==> src/rtl/fdc_pkg.sv <==
// Shared types, constants and the microcode program of the keypad calculator core.
package fdc_pkg;

    localparam int FDC_DIGITS = 4;
    localparam int DATA_W     = 32;
    localparam int STEP_W     = 4;
    localparam logic [3:0] MAX_DIGIT = 4'd9;

    // key actions
    localparam logic [1:0] ACT_DIGIT = 2'd0;
    localparam logic [1:0] ACT_OPER  = 2'd1;
    localparam logic [1:0] ACT_APPLY = 2'd2;
    localparam logic [1:0] ACT_CLEAR = 2'd3;

    // operator codes
    localparam logic [1:0] OP_ADD = 2'd0;
    localparam logic [1:0] OP_MUL = 2'd1;
    localparam logic [1:0] OP_SUB = 2'd2;
    localparam logic [1:0] OP_DIV = 2'd3;

    // microcode step addresses
    localparam logic [STEP_W-1:0] S_DIGIT     = 4'd0;
    localparam logic [STEP_W-1:0] S_DIG_RCP   = 4'd1;
    localparam logic [STEP_W-1:0] S_DIG_REM   = 4'd2;
    localparam logic [STEP_W-1:0] S_DIG_DONE  = 4'd3;
    localparam logic [STEP_W-1:0] S_OPER      = 4'd4;
    localparam logic [STEP_W-1:0] S_CLEAR     = 4'd5;
    localparam logic [STEP_W-1:0] S_APPLY     = 4'd6;
    localparam logic [STEP_W-1:0] S_CHK_FAULT = 4'd7;
    localparam logic [STEP_W-1:0] S_QDIV      = 4'd8;
    localparam logic [STEP_W-1:0] S_QWAIT     = 4'd9;
    localparam logic [STEP_W-1:0] S_QUOT      = 4'd10;
    localparam logic [STEP_W-1:0] S_CHK_NEG   = 4'd11;
    localparam logic [STEP_W-1:0] S_MOD       = 4'd12;
    localparam logic [STEP_W-1:0] S_TAKE_REM  = 4'd13;
    localparam logic [STEP_W-1:0] S_COMMIT    = 4'd14;

    typedef enum logic [3:0] {
        U_NOP,
        U_X10,      // work = entry * 10
        U_RCP,      // product = work * reciprocal of the modulus
        U_WAIT,     // hold until the divider is done
        U_DIGIT,    // entry = work + digit
        U_OPNEXT,   // step operator
        U_CLEAR,    // zero entry and accumulator, operator back to add
        U_ARITH,    // work = acc op entry (|acc| for divide)
        U_DIV_ENT,  // start divide of work by the entry
        U_QUOT,     // work = signed quotient
        U_REM,      // work = work - quotient estimate * modulus
        U_COMMIT    // accumulator = work unless faulted, entry cleared
    } uop_t;

    typedef enum logic [1:0] {
        C_NONE,
        C_NOTDIV,
        C_FAULT,
        C_NEG
    } cond_t;

    typedef struct packed {
        uop_t              op;
        cond_t             cond;
        logic [STEP_W-1:0] target;
        logic              fin;
    } ucode_t;

    typedef struct packed {
        uop_t op;
        logic fire;
        logic fin;
    } ctrl_t;

    typedef struct packed {
        logic not_div;
        logic fault;
        logic w_neg;
        logic div_busy;
    } stat_t;

    typedef struct packed {
        logic [DATA_W-1:0] shown;
        logic [1:0]        op_index;
        logic              name;
        logic              fault;
    } res_t;

    function automatic logic [STEP_W-1:0] fdc_entry_pt(input logic [1:0] action);
        logic [STEP_W-1:0] s;
        begin
            unique case (action)
                ACT_DIGIT: s = S_DIGIT;
                ACT_OPER:  s = S_OPER;
                ACT_APPLY: s = S_APPLY;
                default:   s = S_CLEAR;
            endcase
            return s;
        end
    endfunction

    function automatic ucode_t fdc_rom(input logic [STEP_W-1:0] step);
        ucode_t w;
        begin
            w = '{op: U_NOP, cond: C_NONE, target: S_DIGIT, fin: 1'b0};
            unique case (step)
                S_DIGIT:     w.op = U_X10;
                S_DIG_RCP:   w.op = U_RCP;
                S_DIG_REM:   w.op = U_REM;
                S_DIG_DONE:  begin w.op = U_DIGIT;  w.fin = 1'b1; end
                S_OPER:      begin w.op = U_OPNEXT; w.fin = 1'b1; end
                S_CLEAR:     begin w.op = U_CLEAR;  w.fin = 1'b1; end
                S_APPLY:     begin
                    w.op = U_ARITH; w.cond = C_NOTDIV; w.target = S_CHK_NEG;
                end
                S_CHK_FAULT: begin w.cond = C_FAULT; w.target = S_COMMIT; end
                S_QDIV:      w.op = U_DIV_ENT;
                S_QWAIT:     w.op = U_WAIT;
                S_QUOT:      w.op = U_QUOT;
                S_CHK_NEG:   begin w.cond = C_NEG; w.target = S_COMMIT; end
                S_MOD:       w.op = U_RCP;
                S_TAKE_REM:  w.op = U_REM;
                default:     begin w.op = U_COMMIT; w.fin = 1'b1; end
            endcase
            return w;
        end
    endfunction

endpackage

==> src/rtl/fdc_div.sv <==
// Restoring unsigned divider, one quotient bit per cycle.
module fdc_div (
    input  logic                      aclk,
    input  logic                      aresetn,
    input  logic                      start,
    input  logic [fdc_pkg::DATA_W-1:0] dividend,
    input  logic [fdc_pkg::DATA_W-1:0] divisor,
    output logic                      busy,
    output logic [fdc_pkg::DATA_W-1:0] quot
);
    localparam int W     = fdc_pkg::DATA_W;
    localparam int CNT_W = $clog2(W + 1);

    logic             busy_reg;
    logic [CNT_W-1:0] cnt_reg;
    logic [W-1:0]     q_reg;
    logic [W-1:0]     r_reg;
    logic [W-1:0]     d_reg;
    logic [W:0]       shifted;
    logic [W:0]       diff;

    assign shifted = {r_reg, q_reg[W-1]};
    assign diff    = shifted - {1'b0, d_reg};

    always_ff @(posedge aclk) begin
        if (!aresetn) begin
            busy_reg <= 1'b0;
            cnt_reg  <= '0;
        end else if (start) begin
            busy_reg <= 1'b1;
            cnt_reg  <= CNT_W'(W);
        end else if (busy_reg) begin
            cnt_reg <= cnt_reg - 1'b1;
            if (cnt_reg == CNT_W'(1)) begin
                busy_reg <= 1'b0;
            end
        end
    end

    always_ff @(posedge aclk) begin
        if (start) begin
            q_reg <= dividend;
            r_reg <= '0;
            d_reg <= divisor;
        end else if (busy_reg) begin
            if (!diff[W]) begin
                r_reg <= diff[W-1:0];
                q_reg <= {q_reg[W-2:0], 1'b1};
            end else begin
                r_reg <= shifted[W-1:0];
                q_reg <= {q_reg[W-2:0], 1'b0};
            end
        end
    end

    assign busy = busy_reg;
    assign quot = q_reg;
endmodule

==> src/rtl/fdc_seq.sv <==
// Microcode sequencer: step counter, control ROM and conditional jumps.
module fdc_seq (
    input  logic                 aclk,
    input  logic                 aresetn,
    input  logic                 start,
    input  logic [1:0]           action,
    input  fdc_pkg::stat_t       stat,
    input  logic                 out_free,
    output fdc_pkg::ctrl_t       ctrl,
    output logic                 busy
);
    logic                        busy_reg;
    logic [fdc_pkg::STEP_W-1:0]  step_reg;
    fdc_pkg::ucode_t             word;
    logic                        fire;
    logic                        cond_true;

    assign word = fdc_pkg::fdc_rom(step_reg);

    // final steps hold until the output register can take the result; the wait step holds while the divider is busy
    assign fire = busy_reg && (!word.fin || out_free)
                  && !(word.op == fdc_pkg::U_WAIT && stat.div_busy);

    always_comb begin
        unique case (word.cond)
            fdc_pkg::C_NOTDIV: cond_true = stat.not_div;
            fdc_pkg::C_FAULT:  cond_true = stat.fault;
            fdc_pkg::C_NEG:    cond_true = stat.w_neg;
            default:           cond_true = 1'b0;
        endcase
    end

    always_ff @(posedge aclk) begin
        if (!aresetn) begin
            busy_reg <= 1'b0;
            step_reg <= '0;
        end else if (start) begin
            busy_reg <= 1'b1;
            step_reg <= fdc_pkg::fdc_entry_pt(action);
        end else if (fire) begin
            if (word.fin) begin
                busy_reg <= 1'b0;
            end else if (cond_true) begin
                step_reg <= word.target;
            end else begin
                step_reg <= step_reg + 1'b1;
            end
        end
    end

    assign ctrl.op   = word.op;
    assign ctrl.fire = fire;
    assign ctrl.fin  = word.fin;
    assign busy      = busy_reg;
endmodule

==> src/rtl/fdc_dpath.sv <==
// Calculator datapath: entry, accumulator, operator, work register and divider.
module fdc_dpath #(
    parameter int DIGITS = fdc_pkg::FDC_DIGITS
) (
    input  logic           aclk,
    input  logic           aresetn,
    input  logic           start,
    input  logic [3:0]     digit_in,
    input  fdc_pkg::ctrl_t ctrl,
    output fdc_pkg::stat_t stat,
    output fdc_pkg::res_t  res
);
    localparam int W       = fdc_pkg::DATA_W;
    localparam int MODV    = 10 ** DIGITS;
    localparam int ENTRY_W = $clog2(MODV);
    localparam logic [W-1:0] MOD = W'(MODV);
    localparam int PROD_W  = 2 * W;
    // floor(w * RECIP / 2**SHIFT) is the exact quotient by the modulus for any w below 2**31
    localparam int SHIFT   = (W - 1) + ENTRY_W;
    localparam logic [PROD_W-1:0] RECIP_FULL =
        ((PROD_W'(1) << SHIFT) + PROD_W'(MODV) - PROD_W'(1)) / PROD_W'(MODV);
    localparam logic [W-1:0] RECIP = W'(RECIP_FULL);

    logic [ENTRY_W-1:0] entry_reg, entry_next;
    logic [W-1:0]       acc_reg, acc_next;
    logic [1:0]         opsel_reg, opsel_next;
    logic               fault_reg, fault_next;
    logic [W-1:0]       w_reg, w_next;
    logic               neg_reg, neg_next;
    logic [PROD_W-1:0]  prod_reg, prod_next;
    logic [W-1:0]       quot_est;
    logic [3:0]         digit_reg;
    logic [3:0]         digit_sat;
    logic [W-1:0]       entry_x;
    logic               div_start;
    logic               div_busy;
    logic [W-1:0]       div_quot;
    logic               go;

    assign entry_x   = {{(W-ENTRY_W){1'b0}}, entry_reg};
    assign digit_sat = (digit_reg > fdc_pkg::MAX_DIGIT) ? fdc_pkg::MAX_DIGIT : digit_reg;
    assign go        = ctrl.fire;
    assign quot_est  = W'(prod_reg >> SHIFT);

    assign div_start = go && (ctrl.op == fdc_pkg::U_DIV_ENT);

    fdc_div u_div (
        .aclk     (aclk),
        .aresetn  (aresetn),
        .start    (div_start),
        .dividend (w_reg),
        .divisor  (entry_x),
        .busy     (div_busy),
        .quot     (div_quot)
    );

    always_comb begin
        entry_next = entry_reg;
        acc_next   = acc_reg;
        opsel_next = opsel_reg;
        fault_next = fault_reg;
        w_next     = w_reg;
        neg_next   = neg_reg;
        prod_next  = prod_reg;
        res        = '0;
        if (start) begin
            fault_next = 1'b0;
        end
        if (go) begin
            unique case (ctrl.op)
                fdc_pkg::U_X10: begin
                    w_next = (entry_x << 3) + (entry_x << 1);
                end
                fdc_pkg::U_RCP: begin
                    // work is never negative here
                    prod_next = PROD_W'(w_reg[W-2:0]) * PROD_W'(RECIP);
                end
                fdc_pkg::U_DIGIT: begin
                    entry_next = ENTRY_W'(w_reg) + ENTRY_W'(digit_sat);
                end
                fdc_pkg::U_OPNEXT: begin
                    opsel_next = opsel_reg + 2'd1;
                end
                fdc_pkg::U_CLEAR: begin
                    entry_next = '0;
                    acc_next   = '0;
                    opsel_next = fdc_pkg::OP_ADD;
                end
                fdc_pkg::U_ARITH: begin
                    neg_next = acc_reg[W-1];
                    case (opsel_reg)
                        fdc_pkg::OP_ADD: w_next = acc_reg + entry_x;
                        fdc_pkg::OP_MUL: w_next = acc_reg * entry_x;
                        fdc_pkg::OP_SUB: w_next = acc_reg - entry_x;
                        default: begin
                            w_next     = acc_reg[W-1] ? (~acc_reg + 1'b1) : acc_reg;
                            fault_next = (entry_reg == '0);
                        end
                    endcase
                end
                fdc_pkg::U_QUOT: begin
                    w_next = neg_reg ? (~div_quot + 1'b1) : div_quot;
                end
                fdc_pkg::U_REM: begin
                    w_next = w_reg - quot_est * MOD;
                end
                fdc_pkg::U_COMMIT: begin
                    if (!fault_reg) begin
                        acc_next = w_reg;
                    end
                    entry_next = '0;
                end
                default: ;
            endcase
        end
        // result of the final step, taken into the output register
        res.op_index = opsel_next;
        res.fault    = fault_reg;
        case (ctrl.op)
            fdc_pkg::U_DIGIT:  res.shown = {{(W-ENTRY_W){1'b0}}, entry_next};
            fdc_pkg::U_OPNEXT: res.name  = 1'b1;
            fdc_pkg::U_COMMIT: res.shown = acc_next;
            default: ;
        endcase
        if (ctrl.op != fdc_pkg::U_COMMIT) begin
            res.fault = 1'b0;
        end
    end

    always_ff @(posedge aclk) begin
        if (!aresetn) begin
            entry_reg <= '0;
            acc_reg   <= '0;
            opsel_reg <= fdc_pkg::OP_ADD;
            fault_reg <= 1'b0;
        end else begin
            entry_reg <= entry_next;
            acc_reg   <= acc_next;
            opsel_reg <= opsel_next;
            fault_reg <= fault_next;
        end
    end

    always_ff @(posedge aclk) begin
        w_reg    <= w_next;
        neg_reg  <= neg_next;
        prod_reg <= prod_next;
        if (start) begin
            digit_reg <= digit_in;
        end
    end

    assign stat.not_div  = (opsel_reg != fdc_pkg::OP_DIV);
    assign stat.fault    = fault_reg;
    assign stat.w_neg    = w_reg[W-1];
    assign stat.div_busy = div_busy;
endmodule

==> src/rtl/four_digit_calculator_core.sv <==
// A digit key multiplies the entry by ten, reduces it below the modulus and adds the digit;
// an operator or clear key goes straight to its final step. An apply computes, reduces and
// commits, a divide running the serial divider first; a negative result or a divide by zero
// skips the reduction. One request in progress at a time; the next is accepted once its
// result is loaded, and the final step stalls while the output register is still full.
// Synchronous active-low reset zeroes entry, accumulator, operator and control.
module four_digit_calculator_core #(
    parameter int DIGITS = fdc_pkg::FDC_DIGITS
) (
    input  logic        aclk,
    input  logic        aresetn,
    input  logic        s_tvalid,
    output logic        s_tready,
    input  logic [7:0]  s_tdata,   // [3:0] digit
    input  logic [1:0]  s_tuser,   // [1:0] action
    output logic        m_tvalid,
    input  logic        m_tready,
    output logic [31:0] m_tdata,   // [31:0] shown_value
    output logic [3:0]  m_tuser    // [1:0] op_index, [2] show_op_name, [3] divide_fault
);
    localparam logic [31:0] MOD = 32'(10 ** DIGITS);

    logic           accept;
    logic           out_free;
    logic           seq_busy;
    fdc_pkg::ctrl_t ctrl;
    fdc_pkg::stat_t stat;
    fdc_pkg::res_t  res;
    logic           m_tvalid_reg;
    logic [31:0]    m_tdata_reg;
    logic [3:0]     m_tuser_reg;

    assign s_tready = !seq_busy;
    assign accept   = s_tvalid && s_tready;
    assign out_free = !m_tvalid_reg || m_tready;

    fdc_seq u_seq (
        .aclk     (aclk),
        .aresetn  (aresetn),
        .start    (accept),
        .action   (s_tuser),
        .stat     (stat),
        .out_free (out_free),
        .ctrl     (ctrl),
        .busy     (seq_busy)
    );

    fdc_dpath #(
        .DIGITS (DIGITS)
    ) u_dpath (
        .aclk     (aclk),
        .aresetn  (aresetn),
        .start    (accept),
        .digit_in (s_tdata[3:0]),
        .ctrl     (ctrl),
        .stat     (stat),
        .res      (res)
    );

    always_ff @(posedge aclk) begin
        if (!aresetn) begin
            m_tvalid_reg <= 1'b0;
        end else if (ctrl.fire && ctrl.fin) begin
            m_tvalid_reg <= 1'b1;
        end else if (m_tready) begin
            m_tvalid_reg <= 1'b0;
        end
    end

    always_ff @(posedge aclk) begin
        if (ctrl.fire && ctrl.fin) begin
            m_tdata_reg <= res.shown;
            m_tuser_reg <= {res.fault, res.name, res.op_index};
        end
    end

    assign m_tvalid = m_tvalid_reg;
    assign m_tdata  = m_tdata_reg;
    assign m_tuser  = m_tuser_reg;

    // a new result only comes out of a request that was in progress
    assert property (@(posedge aclk) disable iff (!aresetn)
        $rose(m_tvalid) |-> $past(!s_tready))
        else $error("result without a request in progress");

    assert property (@(posedge aclk) disable iff (!aresetn)
        m_tvalid && m_tuser[2] |-> m_tdata == 32'd0)
        else $error("operator name shown with nonzero value");

    assert property (@(posedge aclk) disable iff (!aresetn)
        m_tvalid && m_tuser[3] |-> m_tuser[1:0] == fdc_pkg::OP_DIV)
        else $error("divide fault without divide selected");

    // every non-negative shown value has been reduced below the modulus
    assert property (@(posedge aclk) disable iff (!aresetn)
        m_tvalid && !m_tdata[31] |-> m_tdata < MOD)
        else $error("shown value not reduced");
endmodule

==> config.mk <==
export PLATFORM = sky130hd
export DESIGN_NAME = four_digit_calculator_core
export DESIGN_NICKNAME = d
export VERILOG_FILES = /design/src/rtl/fdc_pkg.sv /design/src/rtl/fdc_div.sv /design/src/rtl/fdc_seq.sv /design/src/rtl/fdc_dpath.sv /design/src/rtl/four_digit_calculator_core.sv
export SDC_FILE = /design/constraint.sdc
export NUM_CORES = 2
export LEC_CHECK = 0
export BUFFER_PORTS_ARGS = -buffer_cell sky130_fd_sc_hd__buf_2
export CAP_MARGIN = 5
export CORE_ASPECT_RATIO = 0.9
export CORE_MARGIN = 2
export CORE_UTILIZATION = 55
export CTS_BUF_LIST = sky130_fd_sc_hd__clkbuf_4 sky130_fd_sc_hd__clkbuf_8
export CTS_CLUSTER_DIAMETER = 150
export CTS_CLUSTER_SIZE = 20
export DETAILED_ROUTE_END_ITERATION = 12
export PLACE_DENSITY = 0.71
export SKIP_CTS_REPAIR_TIMING = 1
export SYNTH_ARGS = -nofsm -noshare
export SYNTH_HDL_FRONTEND = slang
export SYNTH_SLANG_ARGS = --single-unit
export TNS_END_PERCENT = 20
==> constraint.sdc <==
create_clock -name aclk -period 9.5 [get_ports aclk]
set_input_delay 1.9 -clock aclk [delete_from_list [all_inputs] [get_ports aclk]]
set_output_delay 1.9 -clock aclk [all_outputs]
set_load 0.05 [all_outputs]
-- After elaboration in Yosys (flattened, before gate mapping)
Index checks and enable logic that the tools add are counted.
- output and inout port bits: 38
- word-level logic and storage cells: 146
- input bits: 14
- register bits after elaboration: 276
- $mul: 3
- $lt $le $gt $ge: 1
- $add $sub $neg: 11
- mux-type cells: 41
- equality and inequality tests: 35
- bitwise gates (word level): 3
- reduce and logical (&&, ||, !) cells: 32
- operator list (kind ; number):
    32-bit 2-to-1 mux ; 7
    32-bit one-hot mux with 2 select lines ; 2
    32-bit one-hot mux with 4 select lines ; 1
    32-bit one-hot mux with 3 select lines ; 1
    32-bit by 1-bit adder with 32-bit output (second input constant) ; 2
    32-bit NOT ; 2
    31-bit by 32-bit multiplier with 63-bit output (second input constant) ; 1
    4-bit one-hot mux with 11 select lines ; 1
    4-bit == test (second input constant) ; 10
    33-bit by 14-bit subtractor with 33-bit output ; 1
    32-bit by 14-bit adder with 32-bit output ; 1
    4-bit by 3-bit == test with 1-bit output (second input constant) ; 8
    32-bit by 14-bit multiplier with 32-bit output ; 1
    32-bit by 14-bit subtractor with 32-bit output ; 1
    32-bit subtractor ; 1
    18-bit by 10-bit multiplier with 28-bit output (second input constant) ; 1
    14-bit one-hot mux with 2 select lines ; 1
    4-bit 2-to-1 mux ; 5
    17-bit by 15-bit adder with 18-bit output ; 1
    6-bit one-hot mux with 3 select lines ; 1
    4-bit by 2-bit == test with 1-bit output (second input constant) ; 4
    1-bit 2-to-1 mux ; 15
    14-bit by 4-bit adder with 14-bit output ; 1
    14-bit logical NOT ; 1
    other kinds (29) ; 56

-- Longest topological paths before layout
- word-level depth: 9
- gate-level depth with buffers: 31
- gate-level depth less buffers: 31

-- Hierarchy
From an unflattened synthesis, not the netlist that was laid out.
- cells, all modules: 5094
- area total of the unflattened synthesis: 47603.2 µm²
- by module, submodules not included (module ; times used ; area an instance (µm²) ; sequential area each (µm²) ; cells each):
    fdc_dpath ; 1 ; 39778.2 ; 2632.5 ; 4360
    fdc_div ; 1 ; 5967.0 ; 2702.6 ; 599
    four_digit_calculator_core ; 1 ; 1143.6 ; 1101.1 ; 43
    fdc_seq ; 1 ; 714.4 ; 100.1 ; 92

-- Least setup slack after synthesis
No wires, ideal clock.
- path type: register -> register
- from: reg u_dpath.w_reg[11]
- to: reg u_dpath.prod_reg[55], data pin
- clock period less this slack: 7.148 ns
- required time: 9.238 ns
- setup slack: 2.352 ns
- buffers on the path: 0
- stages on the path, launching flop included: 28
- data arrival time: 6.886 ns
- setup time: 0.262 ns
- cell sequence: edfxtp_1 > inv_1 > ha_1 > inv_1 > fa_1 > fa_1 > inv_1 > fa_1 > inv_1 > fa_1 > inv_1 > fa_1 > inv_1 > fa_1 > inv_1 > fa_1 > inv_1 > ha_1 > nand4_1 > nor3_1 > o2111ai_1 > o211ai_1 > nand3_1 > nand3b_1 > a31oi_1 > o21bai_1 > mux2i_1 > nand3_1
- longest elaborated chain between the ends: 1
- ends and longest elaborated chain (what ; RTL line ; RTL):
    start, declared ; fdc_dpath.sv:28 ; logic [W-1:0] w_reg, w_next;
    start signal, assigned ; fdc_dpath.sv:145 ; w_reg <= w_next;
    31-bit by 32-bit multiplier with 63-bit output ; fdc_dpath.sv:76 ; prod_next = PROD_W'(w_reg[W-2:0]) * PROD_W'(RECIP);
    end signal, assigned ; fdc_dpath.sv:147 ; prod_reg <= prod_next;
    end, declared ; fdc_dpath.sv:30 ; logic [PROD_W-1:0] prod_reg, prod_next;
Every way passes these cells.
A chain may end at the register's enable or synchronous reset.

-- Worst setup path after layout
- from: reg u_dpath.w_reg[16]
- to: reg u_dpath.prod_reg[55], data pin
The elaborated chain is that of the path after synthesis.

==> flow_summary.json <==
{
  "crit_cells": 27,
  "synth_ff_type": "edfxtp_1",
  "syn_area_um2": 46400,
  "fmax_mhz": 116,
  "async_reset_ff_frac": 0,
  "cts_buffers": 15,
  "clk_path_buf_depth": 3,
  "end_kind": "flip-flop",
  "postRouteAntennaNets": 0,
  "reg2reg_setup_slack_ns": 0.91,
  "slowest_stage": "edfxtp_1",
  "worst_pin_slew_ns": 1.18,
  "dieArea_um2": 86800,
  "min_path_type": "flip-flop to flip-flop",
  "drv_cap": 0,
  "arrival_ns": 8.94,
  "area_growth_pct": 4.18,
  "dr_total_vias": 35700,
  "grt_pass1_vias": 35200,
  "die_height_um": 280,
  "clock_skew_ns": 0.0282,
  "hold_viol_final": 0,
  "ff2ff_path_depth": 27,
  "syn_inst": 5070,
  "maxSlewViolCount": 0,
  "core_area_um2": 84000,
  "rsz0062_at_grt": "no",
  "overflow": 0,
  "fin_tns_setup_ns": 0,
  "drive_above_1_share": 0.0385,
  "root_buffer": "clkbuf_8",
  "path_delay_family": "adder cells",
  "viasPerCell": 5.78,
  "ys_seq_area_frac": 0.129,
  "synth.avg_cell_area_um2": 9.16,
  "synth_area_leaders": "fa_1 (32%), ha_1 (16%), edfxtp_1 (8.9%)",
  "drc": 0,
  "synth.distinct_cells": 83,
  "rows": 101,
  "final_nets": 6385,
  "required_ns": 9.85,
  "antenna_found_initial": 2,
  "worstSetupPathType": "flip-flop to flip-flop",
  "syn_nets": 6422,
  "die_w_um": 310,
  "drt_iter0_drc": 3414,
  "period_share": 0.905,
  "hold_depth": 2,
  "critPathMaxFanout": 9,
  "synth-edff-count": 137,
  "setup_viol": 0,
  "slowest_delay_ns": 1.03,
  "ios": 52,
  "yosys_warnings": 0,
  "worstSkewPairLatency_ns": 0.60,
  "max_slew_margin": 0.212,
  "status": "complete, no violations",
  "fin_crit_ns": 8.59,
  "synth_top_cell_area_share": 0.319,
  "dp_hpwl_mm": 107,
  "cts_max_level": 1,
  "ys_ff_latch": 231,
  "start_util": 0.553,
  "drt_pass1_iterations": 7,
  "worst_setup_path_start_kind": "flip-flop",
  "critPathBufInv": 8,
  "clk_pin_slew_ns": 0.15,
  "cts_sinks": 231,
  "wirelength_mm": 131,
  "grt_max_degree": 85,
  "wl_per_cell_um": 21.2,
  "grt_pass1_wl_mm": 206,
  "track_usage": 0.310,
  "cts_tree": "built",
  "io_buffer_count": 47,
  "synth.largest_area_cell": "fa_1",
  "gp_congestion": 0.981
}
logic make-up after synthesis:
family                     share of synthesized area
DFF                                            0.129
and+or+nand+nor                                0.122
buffers and inverters                          0.102
AOI/OAI and AO/OA                              0.112
xor gates and xnor gates                      0.0473
muxes                                        0.00717
adders and majority gates                      0.480
area by class of cell:
type,instances,area [um2]
Multi-Input combinational cell,3575,35800
Fill cell,7463,35700
Sequential cell,231,6000
Inverter,1087,4080
Tap cell,1133,1420
Timing Repair Buffer,123,806
Clock buffer,24,274
Clock inverter,2,18.8
Antenna cell,2,5.00
final timing paths:
| check | from | endpoint |
|---|---|---|
| worst min register to register | u_dpath.u_div.r_reg[1]$_SDFFE_PP0P_ | u_dpath.u_div.r_reg[1]$_SDFFE_PP0P_ |
| worst min-delay path | u_dpath.u_div.r_reg[1]$_SDFFE_PP0P_ | u_dpath.u_div.r_reg[1]$_SDFFE_PP0P_ |
| worst max-delay path | u_dpath.w_reg[16]$_DFFE_PP_ | u_dpath.prod_reg[55]$_DFFE_PP_ |
| worst max register to register | u_dpath.w_reg[16]$_DFFE_PP_ | u_dpath.prod_reg[55]$_DFFE_PP_ |
synthesized netlist by cell type, types with 7 or more instances:
| library cell | instances |
|---|---|
| mux2i_1 | 31 |
| nand4_1 | 18 |
| a21boi_0 | 9 |
| nor4_1 | 19 |
| nor2_1 | 172 |
| a31oi_1 | 27 |
| o21ai_0 | 195 |
| xor2_1 | 96 |
| nand3_1 | 51 |
| or3_1 | 27 |
| nand2b_1 | 41 |
| nand3b_1 | 7 |
| a211oi_1 | 34 |
| inv_1 | 1085 |
| or4_1 | 18 |
| nor2b_1 | 80 |
| nand2_1 | 384 |
| o21a_1 | 26 |
| a22oi_1 | 23 |
| a21o_1 | 61 |
| and2_1 | 156 |
| or2_2 | 13 |
| clkbuf_1 | 168 |
| o211ai_1 | 22 |
| edfxtp_1 | 137 |
| o31ai_1 | 28 |
| nor3b_1 | 35 |
| a211o_1 | 10 |
| and3_1 | 20 |
| a221oi_1 | 17 |
| ha_1 | 598 |
| fa_1 | 740 |
| o21bai_1 | 15 |
| o41ai_1 | 15 |
| a21oi_1 | 245 |
| dfxtp_1 | 94 |
| xnor2_1 | 155 |
| nor3_1 | 64 |
| o22ai_1 | 36 |
worst register-to-register path, cell delays in order (launching register included):
cell and delay [ns]:
edfxtp_1 1.03, inv_1 0.22, fa_1 0.47, inv_1 0.14, fa_1 0.42, fa_1 0.50, inv_1 0.06, fa_1 0.50
inv_1 0.05, fa_1 0.52, inv_1 0.05, fa_1 0.49, inv_1 0.05, fa_1 0.47, inv_1 0.05, fa_1 0.48
inv_1 0.04, ha_1 0.29, nand4_1 0.24, nor3_1 0.43, o2111ai_1 0.20, o211ai_1 0.28, nand3_1 0.32, nand3b_1 0.31
a31oi_1 0.16, o21bai_1 0.29, mux2i_1 0.22, nand3_1 0.08
cell usage in the layout (no fill, tap or decap), types with 93 or more instances in the layout:
cell type,count
inv_1,1085
fa_1,740
ha_1,597
nand2_1,384
a21oi_1,244
o21ai_0,195
nor2_1,172
and2_1,156
xnor2_1,155
edfxtp_1,137
xor2_1,95
dfxtp_1,93
layer usage:
| metal | GRT usage | routed length (um) | vias up |
|---|---|---|---|
| met5 | 0 | 0 | - |
| met1 | 0.467 | 58500 | 17800 |
| met2 | 0.467 | 57300 | 1463 |
| li1 | - | - | 16300 |
| met3 | 0.0474 | 11200 | 195 |
| met4 | 0.0742 | 3790 | 0 |
metrics by stage:
stage,instance area (um2),util,instances,setup WS [ns],hold slack (ns)
finish,48400,0.576,6177,0.905,0.504
detailed placement,48100,0.572,6149,1.06,0.468
floorplan,46400,-,5070,2.35,0.432
global placement,48100,0.572,6149,1.08,0.453
global route,48400,0.576,6175,0.370,0.535
CTS,48400,0.576,6175,1.02,0.509
Power is left out: the tool's default activity adds up to more than one toggle a clock period on the data nets, which glitch-free logic cannot reach.
